**src/hw/rtl/ssm_pkg.sv**
```systemverilog
// Shared types, constants and helpers for the stream substring matcher.
// No dependencies; used by ssm_cell and stream_substring_matcher.
`default_nettype none

package ssm_pkg;

  localparam int unsigned PAT_BYTES_MAX = 16;
  localparam int unsigned PAT_BITS      = 8 * PAT_BYTES_MAX;
  localparam int unsigned LEN_W         = 5;
  localparam int unsigned CNT_W         = 32;
  localparam int unsigned CFG_IDX_W     = 2;
  localparam int unsigned CFG_DATA_W    = 64;

  typedef enum logic [CFG_IDX_W-1:0] {
    REG_PAT_LOW  = 2'd0,
    REG_PAT_HIGH = 2'd1,
    REG_PAT_LEN  = 2'd2
  } cfg_reg_t;

  // per-cycle control handed to every history cell
  typedef struct packed {
    logic adv;   // an item is accepted
    logic clr;   // accepted item ends the stream
  } shift_ctl_t;

  function automatic logic [7:0] pat_byte(input logic [PAT_BITS-1:0] pat,
                                          input logic [3:0] idx);
    pat_byte = pat[idx*8 +: 8];
  endfunction

endpackage

`default_nettype wire

```
**src/hw/rtl/ssm_cell.sv**
```systemverilog
// One history cell: holds one past text byte, shifts it on, and compares it
// against the pattern byte that lines up with its position. Uses ssm_pkg.
`default_nettype none

module ssm_cell #(
  parameter int unsigned IDX = 0
) (
  input  wire logic                          clk,
  input  wire logic                          rst_n,
  input  wire ssm_pkg::shift_ctl_t           ctl,
  input  wire logic [7:0]                    byte_i,
  input  wire logic                          valid_i,
  input  wire logic [ssm_pkg::PAT_BITS-1:0]  pat,
  input  wire logic [ssm_pkg::LEN_W-1:0]     len,
  output logic [7:0]                         byte_o,
  output logic                               valid_o,
  output logic                               ok_o
);

  // cell IDX holds the byte IDX+1 back; it is used when len >= IDX+2
  localparam logic [ssm_pkg::LEN_W-1:0] NEED = ssm_pkg::LEN_W'(IDX + 2);

  logic [7:0]                byte_r;
  logic                      valid_r;
  logic [ssm_pkg::LEN_W-1:0] pidx;

  always_ff @(posedge clk) begin
    if (!rst_n) begin
      valid_r <= 1'b0;
    end else if (ctl.adv) begin
      valid_r <= ctl.clr ? 1'b0 : valid_i;
    end
  end

  always_ff @(posedge clk) begin
    if (ctl.adv) begin
      byte_r <= byte_i;
    end
  end

  assign pidx    = len - NEED;
  assign ok_o    = (len < NEED) ||
                   (valid_r && (byte_r == ssm_pkg::pat_byte(pat, pidx[3:0])));
  assign byte_o  = byte_r;
  assign valid_o = valid_r;

endmodule

`default_nettype wire

```
**src/hw/rtl/stream_substring_matcher.sv**
```systemverilog
// Stream substring matcher top level: config registers, history cell chain,
// match/holdoff/count control and output register. Uses ssm_pkg, ssm_cell.
//
// Usage:
//   in_*  : one text byte per item in in_tdata, in_tlast marks the final byte.
//   out_* : one result per input item. out_tdata = {match_total, match_start},
//           out_tuser = match_found, out_tlast = end of stream.
//   cfg_* : write pattern_low_bytes (0), pattern_high_bytes (1) and
//           pattern_length (2); other indexes are dropped. Write while idle.
// Latency: the result is registered and appears the cycle after acceptance.
// Throughput: one item per cycle while the output is not stalled. All window
// compares for a byte are done in parallel by the MAX_PATTERN-1 history cells
// plus the current byte. in_tready is high out of reset whenever the output
// register is empty or being drained, so a stalled receiver holds one result
// and then stops input. Reset clears history, offset, match count and holdoff,
// sets the pattern to zeros with length 1. After a last byte the stream state
// resets the same way; pattern registers are kept.
`default_nettype none

module stream_substring_matcher #(
  parameter int unsigned MAX_PATTERN = ssm_pkg::PAT_BYTES_MAX
) (
  input  wire logic                             clk,
  input  wire logic                             rst_n,
  // input items
  input  wire logic                             in_tvalid,
  output logic                                  in_tready,
  input  wire logic [7:0]                       in_tdata,   // [7:0] text_byte
  input  wire logic                             in_tlast,
  // result items
  output logic                                  out_tvalid,
  input  wire logic                             out_tready,
  output logic [63:0]                           out_tdata,  // [31:0] match_start,
                                                            // [63:32] match_total
  output logic                                  out_tuser,  // [0] match_found
  output logic                                  out_tlast,
  // configuration
  input  wire logic                             cfg_we,
  input  wire logic [ssm_pkg::CFG_IDX_W-1:0]    cfg_index,
  input  wire logic [ssm_pkg::CFG_DATA_W-1:0]   cfg_wdata
);

  localparam int unsigned NCELL = MAX_PATTERN - 1;
  localparam logic [ssm_pkg::LEN_W-1:0] MAX_LEN = ssm_pkg::LEN_W'(MAX_PATTERN);

  logic [63:0]                 pat_low_r;
  logic [63:0]                 pat_high_r;
  logic [ssm_pkg::LEN_W-1:0]   pat_len_r;
  logic [ssm_pkg::PAT_BITS-1:0] pat;
  logic [ssm_pkg::LEN_W-1:0]   len;
  logic [ssm_pkg::LEN_W-1:0]   cur_idx;

  ssm_pkg::shift_ctl_t         ctl;
  logic                        accept;

  logic [7:0]                  hist_byte  [0:NCELL];
  logic                        hist_valid [0:NCELL];
  logic [NCELL:0]              ok_vec;

  logic                        window_eq;
  logic                        found;
  logic [ssm_pkg::CNT_W-1:0]   seen_r,    seen_nxt;
  logic [ssm_pkg::CNT_W-1:0]   total_r,   total_nxt;
  logic [ssm_pkg::LEN_W-1:0]   holdoff_r, holdoff_nxt;
  logic [ssm_pkg::CNT_W-1:0]   start;

  logic                        out_valid_r;
  logic                        found_r;
  logic [ssm_pkg::CNT_W-1:0]   start_r;
  logic [ssm_pkg::CNT_W-1:0]   res_total_r;
  logic                        done_r;

  // config registers
  always_ff @(posedge clk) begin
    if (!rst_n) begin
      pat_low_r  <= '0;
      pat_high_r <= '0;
      pat_len_r  <= ssm_pkg::LEN_W'(1);
    end else if (cfg_we) begin
      unique case (cfg_index)
        ssm_pkg::REG_PAT_LOW:  pat_low_r  <= cfg_wdata;
        ssm_pkg::REG_PAT_HIGH: pat_high_r <= cfg_wdata;
        ssm_pkg::REG_PAT_LEN:  pat_len_r  <= cfg_wdata[ssm_pkg::LEN_W-1:0];
        default: ;
      endcase
    end
  end

  assign pat     = {pat_high_r, pat_low_r};
  assign len     = (pat_len_r > MAX_LEN) ? MAX_LEN : pat_len_r;
  assign cur_idx = len - ssm_pkg::LEN_W'(1);

  assign in_tready = rst_n && (!out_valid_r || out_tready);
  assign accept    = in_tvalid && in_tready;
  assign ctl.adv   = accept;
  assign ctl.clr   = in_tlast;

  // history chain: entry k feeds cell k
  assign hist_byte[0]  = in_tdata;
  assign hist_valid[0] = 1'b1;
  assign ok_vec[0]     = (in_tdata == ssm_pkg::pat_byte(pat, cur_idx[3:0]));

  for (genvar k = 0; k < NCELL; k++) begin : g_cell
    ssm_cell #(.IDX(k)) u_cell (
      .clk     (clk),
      .rst_n   (rst_n),
      .ctl     (ctl),
      .byte_i  (hist_byte[k]),
      .valid_i (hist_valid[k]),
      .pat     (pat),
      .len     (len),
      .byte_o  (hist_byte[k+1]),
      .valid_o (hist_valid[k+1]),
      .ok_o    (ok_vec[k+1])
    );
  end

  assign window_eq = (len != '0) && (&ok_vec);

  always_comb begin
    found       = 1'b0;
    holdoff_nxt = holdoff_r;
    total_nxt   = total_r;
    start       = '0;
    if (holdoff_r != '0) begin
      holdoff_nxt = holdoff_r - ssm_pkg::LEN_W'(1);
    end else if (window_eq) begin
      found       = 1'b1;
      start       = seen_r - ssm_pkg::CNT_W'(cur_idx);
      holdoff_nxt = cur_idx;
      if (total_r != '1) begin
        total_nxt = total_r + ssm_pkg::CNT_W'(1);
      end
    end
    seen_nxt = seen_r + ssm_pkg::CNT_W'(1);
  end

  always_ff @(posedge clk) begin
    if (!rst_n) begin
      seen_r    <= '0;
      total_r   <= '0;
      holdoff_r <= '0;
    end else if (accept) begin
      if (in_tlast) begin
        seen_r    <= '0;
        total_r   <= '0;
        holdoff_r <= '0;
      end else begin
        seen_r    <= seen_nxt;
        total_r   <= total_nxt;
        holdoff_r <= holdoff_nxt;
      end
    end
  end

  // output register
  always_ff @(posedge clk) begin
    if (!rst_n) begin
      out_valid_r <= 1'b0;
    end else if (in_tready) begin
      out_valid_r <= in_tvalid;
    end
  end

  always_ff @(posedge clk) begin
    if (accept) begin
      found_r     <= found;
      start_r     <= start;
      res_total_r <= total_nxt;
      done_r      <= in_tlast;
    end
  end

  assign out_tvalid = out_valid_r;
  assign out_tdata  = {res_total_r, start_r};
  assign out_tuser  = found_r;
  assign out_tlast  = done_r;

endmodule

`default_nettype wire
```
**config.mk**
```make
export PLATFORM = sky130hd
export DESIGN_NAME = stream_substring_matcher
export DESIGN_NICKNAME = d
export VERILOG_FILES = /design/src/hw/rtl/ssm_pkg.sv /design/src/hw/rtl/ssm_cell.sv /design/src/hw/rtl/stream_substring_matcher.sv
export SDC_FILE = /design/constraint.sdc
export NUM_CORES = 1
export LEC_CHECK = 0
export BUFFER_PORTS_ARGS = -buffer_cell sky130_fd_sc_hd__buf_2
export CELL_PAD_IN_SITES_DETAIL_PLACEMENT = 2
export CELL_PAD_IN_SITES_GLOBAL_PLACEMENT = 2
export CORE_MARGIN = 1.5
export CORE_UTILIZATION = 30
export DETAILED_ROUTE_END_ITERATION = 16
export GPL_TIMING_DRIVEN = 1
export PLACE_DENSITY_LB_ADDON = 0.1
export SETUP_SLACK_MARGIN = 0.2
export SYNTH_ARGS = -nofsm -noshare
export SYNTH_HDL_FRONTEND = slang
export SYNTH_SLANG_ARGS = --single-unit
```
**constraint.sdc**
```tcl
create_clock -name clk -period 7.6 [get_ports clk]
set_input_delay 0.38 -clock clk [delete_from_list [all_inputs] [get_ports clk]]
set_output_delay 0.38 -clock clk [all_outputs]
set_load 0.005 [all_outputs]
```
==> run metrics, run 1 <==
status=complete, no violations; Seq. cell area=0.00996 mm2; yosys synthesis warning count=0; Synth Area in Simple Gates=17.8%; vias in the first global route=28,200; async set-reset flop share out of synthesis=0%; slowest CP cell=ha_2; Vias=26,900; Worst Max-Slew Pin Slew=1.22 ns; compound-gate portion of the synthesized area=18.0%; count of different cell masters after synthesis=103; die area=0.0932 mm2; P_leak=0.0121 uW; antenna-violating nets left=0; CP most frequent cell=mux2i_1; setup tns final=0 ns; global placement routability congestion=1.01; total wire length=148,000 um; CTS tree=built; CP max FO=44; Syn Area/Cell=8.89 um2; cells after synthesis=3,083; clock buffer count from CTS=51; Crit. End Element=flop; Initial Utilization=30.3%; max-slew violation count=0; Post-DP HPWL=113,000 um; Primary FF master, synth=dfxtp_1; Synth area leader=edfxtp_1; setup ws final=0.660 ns; Mapped Nets=3,174; Die Height=305 um; final setup fails=0; Ports=148; register area share after synthesis=36.3%; Setup Buffers After CTS=0; row cnt=110; Area Growth Syn to Fin=16.8%; H-tree Lvls=2; mux contribution to synthesized area=16.4%; fmax=144 MHz; # DRC=0; Vias/cell=6.04; Die W=305 um; WL per Instance=33.3 um; first drt pass iteration count=5; GRT Util Overall=31.2%; CP Class=reg -> reg; PortBufs=147; WP buf/inv=3; Critical Path RT=8.13 ns; root buffer cell=clkbuf_16; # resized after CTS=0; Placement Setup Slack=0.902 ns; Final min period=6.94 ns; DR iter-0 viols=2,101; global route total overflow=0; fin crit share=91.3%; Synth Area in Adders=0.530%; Crit path max-delay family=simple AND/OR/NAND/NOR gates; final-report hold violation count=0; XOR/XNOR Fraction of Synth Area=6.55%; CP peak stage delay=0.88 ns; initial antenna violation count=4; max_slew headroom=18.3%; largest cells by area after synthesis=edfxtp_1 20%, dfxtp_1 16%, mux2i_1 11%; global-route wire length before repair=212,000 um; post-synth top area share=20.4%; core area=0.0903 mm2; largest family of logic cells by synthesized area=compound AO/OA/AOI/OAI gates; Worst-Skew Late Latency=0.65 ns; maxcap violations=0; Worst Setup Start Kind=flop; Worst-path clk slew=0.06 ns; peak supply drop=0.159 mV; layout cells sized above 1=15.1%; CP arrival=7.47 ns; crit path cell chain=nor2b_4 -> inv_2 -> ha_2 -> buf_4 -> mux4_2 -> mux2i_1 -> mux2i_1 -> xnor2_1 -> nand2_1 -> nor3_1 -> a32oi_1 -> a2111o_1 -> nor4_4 -> nand3_2 -> buf_12 -> or3_1 -> a221o_1; Seq cells post-synth=404; fill cell total of the finished layout=10,000; pin count of the biggest net entering global routing=99; worst clock skew=0.0305 ns; area of the multi-input gates=0.0163 mm2; Max Buffers Root-to-Sink=3; Post-Syn Area=0.0274 mm2; RSZ-0062 raised after global routing=no; Post-synth EDFFs=186; CTS sink cnt=404; layout net count=3,320; Pwr Density=196 mW/mm2; Hold Crit Class=in -> reg
==> layout make-up <==
type | instances | area share, %
well taps | 1176 | 4.60
inverters | 41 | 0.536
clock buffers | 67 | 4.37
multi-input cells | 2410 | 51.0
diodes | 1 | 0.00782
clock inverters | 28 | 1.28
flip-flops and latches | 404 | 31.1
repair buffers | 321 | 7.04
==> per-layer routing <==
| layer | vias up | global-route usage [%] | wire (um) |
|---|---|---|---|
| met5 | - | 0 | 15 |
| met4 | 2 | 19.4 | 10700 |
| met3 | 303 | 3.56 | 7350 |
| met2 | 961 | 51.6 | 68700 |
| met1 | 13900 | 38.9 | 61400 |
| li1 | 11700 | - | - |
==> state kept, by name, indices dropped and copies added (netlist names) <==
signal	cells
out_tlast	1
out_tuser	1
start_r	32
total_r	32
out_tvalid	1
pat_low_r	64
g_cell.u_cell.byte_o	120
pat_high_r	64
g_cell.u_cell.valid_o	15
holdoff_r	5
pat_len_r	5
seen_r	32
res_total_r	32
==> tightest hold or removal path: cells and delay by family <==
kind | cells | cell delay (ns)
buffers and inverters | 1 | 0.12
AO/OA/AOI/OAI | 1 | 0.05
AND/OR/NAND/NOR | 1 | 0.05
==> logic make-up (layout without fill, tap and decap cells) <==
kind of cell,Yosys count,in the layout
simple gates,1046,1046
flops,404,404
mux,386,386
fa+ha+maj,11,11
xor+xnor,204,204
other cells,0,1
compound gates,763,763
buf+inv,269,457
==> metrics by stage <==
stage	power, uW	std cells	util (%)	area, um2	hold slack [ns]
after detailed placement	3600	4288	32.7	29500	0.459
after floorplan	3100	3083	-	27400	0.426
after global routing	6470	4447	35.4	32000	0.0228
final	6260	4448	35.4	32000	0.0217
after global placement	3570	4288	32.7	29500	0.453
after CTS	6310	4447	35.4	32000	0.000405
==> power breakdown <==
part | total, uW | leakage (uW) | internal, uW | switching, uW
registers | 2450 | 0.00351 | 2340 | 111
logic | 1150 | 0.00769 | 397 | 755
clock network | 2660 | 0.000879 | 1610 | 1050
==> repair_timing <==
item,4_1_cts,5_1_grt
hold buffers,64,0
hold endpoints to repair,109,0
setup endpoints to repair,0,0
==> layout by cell type, fill, tap and decap left out, drive strengths merged, types with 44 or more instances in the layout <==
cell / synthesis / routed
dlygate4sd3: 0 / 64
xor2: 86 / 86
a21oi: 272 / 272
mux2: 48 / 48
buf: 110 / 257
nor3: 56 / 56
nand2: 482 / 482
clkbuf: 118 / 67
nand3: 56 / 56
and3: 44 / 44
mux2i: 293 / 293
xnor2: 118 / 118
nor2: 206 / 206
o21ai: 108 / 108
dfxtp: 218 / 218
mux4: 45 / 45
edfxtp: 186 / 186
o22ai: 62 / 62
==> cell usage after synthesis (all sizes together) (36+ instances only) <==
master,count
clkbuf,118
dfxtp,218
nand3,56
buf,110
xor2,86
nand2,482
nor3,56
and3,44
a31oi,36
mux2,48
mux4,45
inv,39
nor2,206
edfxtp,186
o21ai,108
a21oi,272
xnor2,118
mux2i,293
o22ai,62
==> worst paths after layout <==
check	startpoint	to	slack (ns)	depth (start not counted)
worst min register to register	g_cell[3].u_cell.byte_o[6]	g_cell[4].u_cell.byte_o[6]	0.46	0
worst max register to register	pat_len_r[1]	total_r[28]	0.66	17
worst min-delay path	cfg_wdata[33]	pat_low_r[33]	0.02	3
worst max-delay path	pat_len_r[1]	total_r[28]	0.66	17
(Power assumes the default switching activity.)
==> run 2, diff against run 1 <==
RECOVER_POWER = 25   (was unset)
==> run metrics, run 2 (synthesis gave the netlist of run 1 again) <==
status=finished, violations left; failing checks=capacitance limit, slew limit; Setup Buffers After CTS=0 (unchanged); # resized after CTS=0 (unchanged); r2r worst-path depth=17 (unchanged); clock buffer count from CTS=51 (unchanged); fin crit share=92.2% (+0.91 points); fmax=143 MHz (-0.99%); CTS tree=built; Die Height=305 um (unchanged); CP max FO=44 (unchanged); Area Growth Syn to Fin=16.7% (about the same); Post-DP Area=0.0295 mm2 (unchanged); Hold Crit Class=in -> reg; layout net count=3,320 (unchanged); P_leak=0.0120 uW (-0.27%); commonest non-fill, non-tap cell in the layout=nand2_1; Crit. End Element=flop; global placement routability congestion=1.01 (unchanged); total wire length=148,000 um (about the same); peak supply drop=0.159 mV (-0.14%); Worst Hold Depth=3 (unchanged); Worst Setup Start Kind=flop; Post-DP HPWL=113,000 um (unchanged); setup tns final=0 ns (unchanged); Initial Utilization=30.3% (unchanged); pin count of the biggest net entering global routing=99 (unchanged); final-report hold violation count=0 (unchanged); H-tree Lvls=2 (unchanged); Max Buffers Root-to-Sink=3 (unchanged); max reg flops=120 (unchanged); vias in the first global route=28,200 (unchanged); maxcap violations=2 (+2); global-route wire length before repair=212,000 um (unchanged); RSZ-0062 raised after global routing=no; # DRC=0 (unchanged); WL per Instance=33.3 um (about the same); CP Class=reg -> reg; GRT Util Overall=31.2% (unchanged); Pwr Density=196 mW/mm2 (about the same); initial antenna violation count=4 (unchanged); DR iter-0 viols=2,142 (+2.0%); CP arrival=7.48 ns (about the same); worst hold start=cfg_wdata[33]; core area=0.0903 mm2 (unchanged); row cnt=110 (unchanged); design area=0.0320 mm2 (about the same); Hold Worst Slack=0.0198 ns (-0.00194 ns); Worst Max-Slew Pin Slew=3.98 ns (+2.75 ns); cts hold-fix bufs=64 (unchanged); die area=0.0932 mm2 (unchanged); worst clock skew=0.0300 ns (-0.000563 ns); Vias=26,800 (-0.31%); Worst-Skew Late Latency=0.65 ns (about the same); WHS Endpoint=pat_low_r[33]; final setup fails=0 (unchanged); Final min period=7.01 ns (+0.0693 ns); PortBufs=147 (unchanged); reg2reg setup slack=0.59 ns (-0.07 ns); max_slew headroom=-167% (-180 points); Vias/cell=6.02 (-0.31%); Placement Setup Slack=0.902 ns (unchanged); layout cells sized above 1=14.8% (-0.31 points); reg2reg start=pat_len_r[1]; Die W=305 um (unchanged); CTS sink cnt=404 (unchanged); Worst R2R End=total_r[14]; first drt pass iteration count=6 (+1); highest-count cells in the layout ignoring fill and taps=480 x nand2_1, 288 x mux2i_1, 269 x a21oi_1; Critical Path RT=8.07 ns (-0.06 ns); antenna-violating nets left=0 (unchanged); global route total overflow=0 (unchanged); Ports=148 (unchanged); setup ws final=0.591 ns (-0.0693 ns); Worst-path clk slew=0.06 ns (about the same); max-slew violation count=153 (+153); root buffer cell=clkbuf_16
[run 2: layer usage]
layer	wire, um	up-vias	global-route usage (%)
met1	61400	13900	38.9
met3	7370	293	3.56
met4	10500	2	19.4
met2	68800	907	51.6
li1	-	11700	-
met5	15	-	0
[run 2: how the worst max path moves through the flow]
stage	startpoint	endpoint	slack, ns
floorplan	out_tready	seen_r[14]	0.46
global placement	pat_len_r[1]	total_r[28]	0.92
detailed placement	pat_len_r[1]	total_r[28]	0.90
CTS	pat_len_r[1]	total_r[28]	0.87
global route	rst_n	total_r[10]	0.41
finish	pat_len_r[1]	total_r[14]	0.59
[run 2: report_power, final]
part / switching, uW / internal (uW) / total [uW]
logic: 754 / 397 / 1150
clock network: 1050 / 1610 / 2660
registers: 111 / 2340 / 2450
[run 2: critical path, stage by stage, from the launching register on]
cell      delay, ns
dfxtp_4        0.70
nor2b_4        0.27
inv_2          0.06
ha_2           0.87
buf_4          0.32
mux4_2         0.33
mux2i_1        0.87
mux2i_1        0.38
xnor2_1        0.24
nand2_1        0.17
nor3_1         0.26
a32oi_1        0.22
a2111o_1       0.51
nor4_4         0.44
nand3_2        0.17
buf_12         0.24
or4_1          0.53
a31oi_1        0.20
[run 2: through the flow]
| stage | util [%] | power (uW) | std cells |
|---|---|---|---|
| floorplan | - | 3100 | 3083 |
| global placement | 32.7 | 3570 | 4288 |
| detailed placement | 32.7 | 3600 | 4288 |
| CTS | 35.4 | 6310 | 4447 |
| global route | 35.4 | 6470 | 4447 |
| finish | 35.4 | 6260 | 4448 |
[run 2: area by class of cell]
type	instances	area, um2
Clock buffer	67	1400
Multi-Input combinational cell	2410	16300
Fill cell	10000	58300
Sequential cell	404	9960
Clock inverter	28	410
Inverter	41	168
Tap cell	1176	1470
Timing Repair Buffer	321	2240
Antenna cell	1	2.50
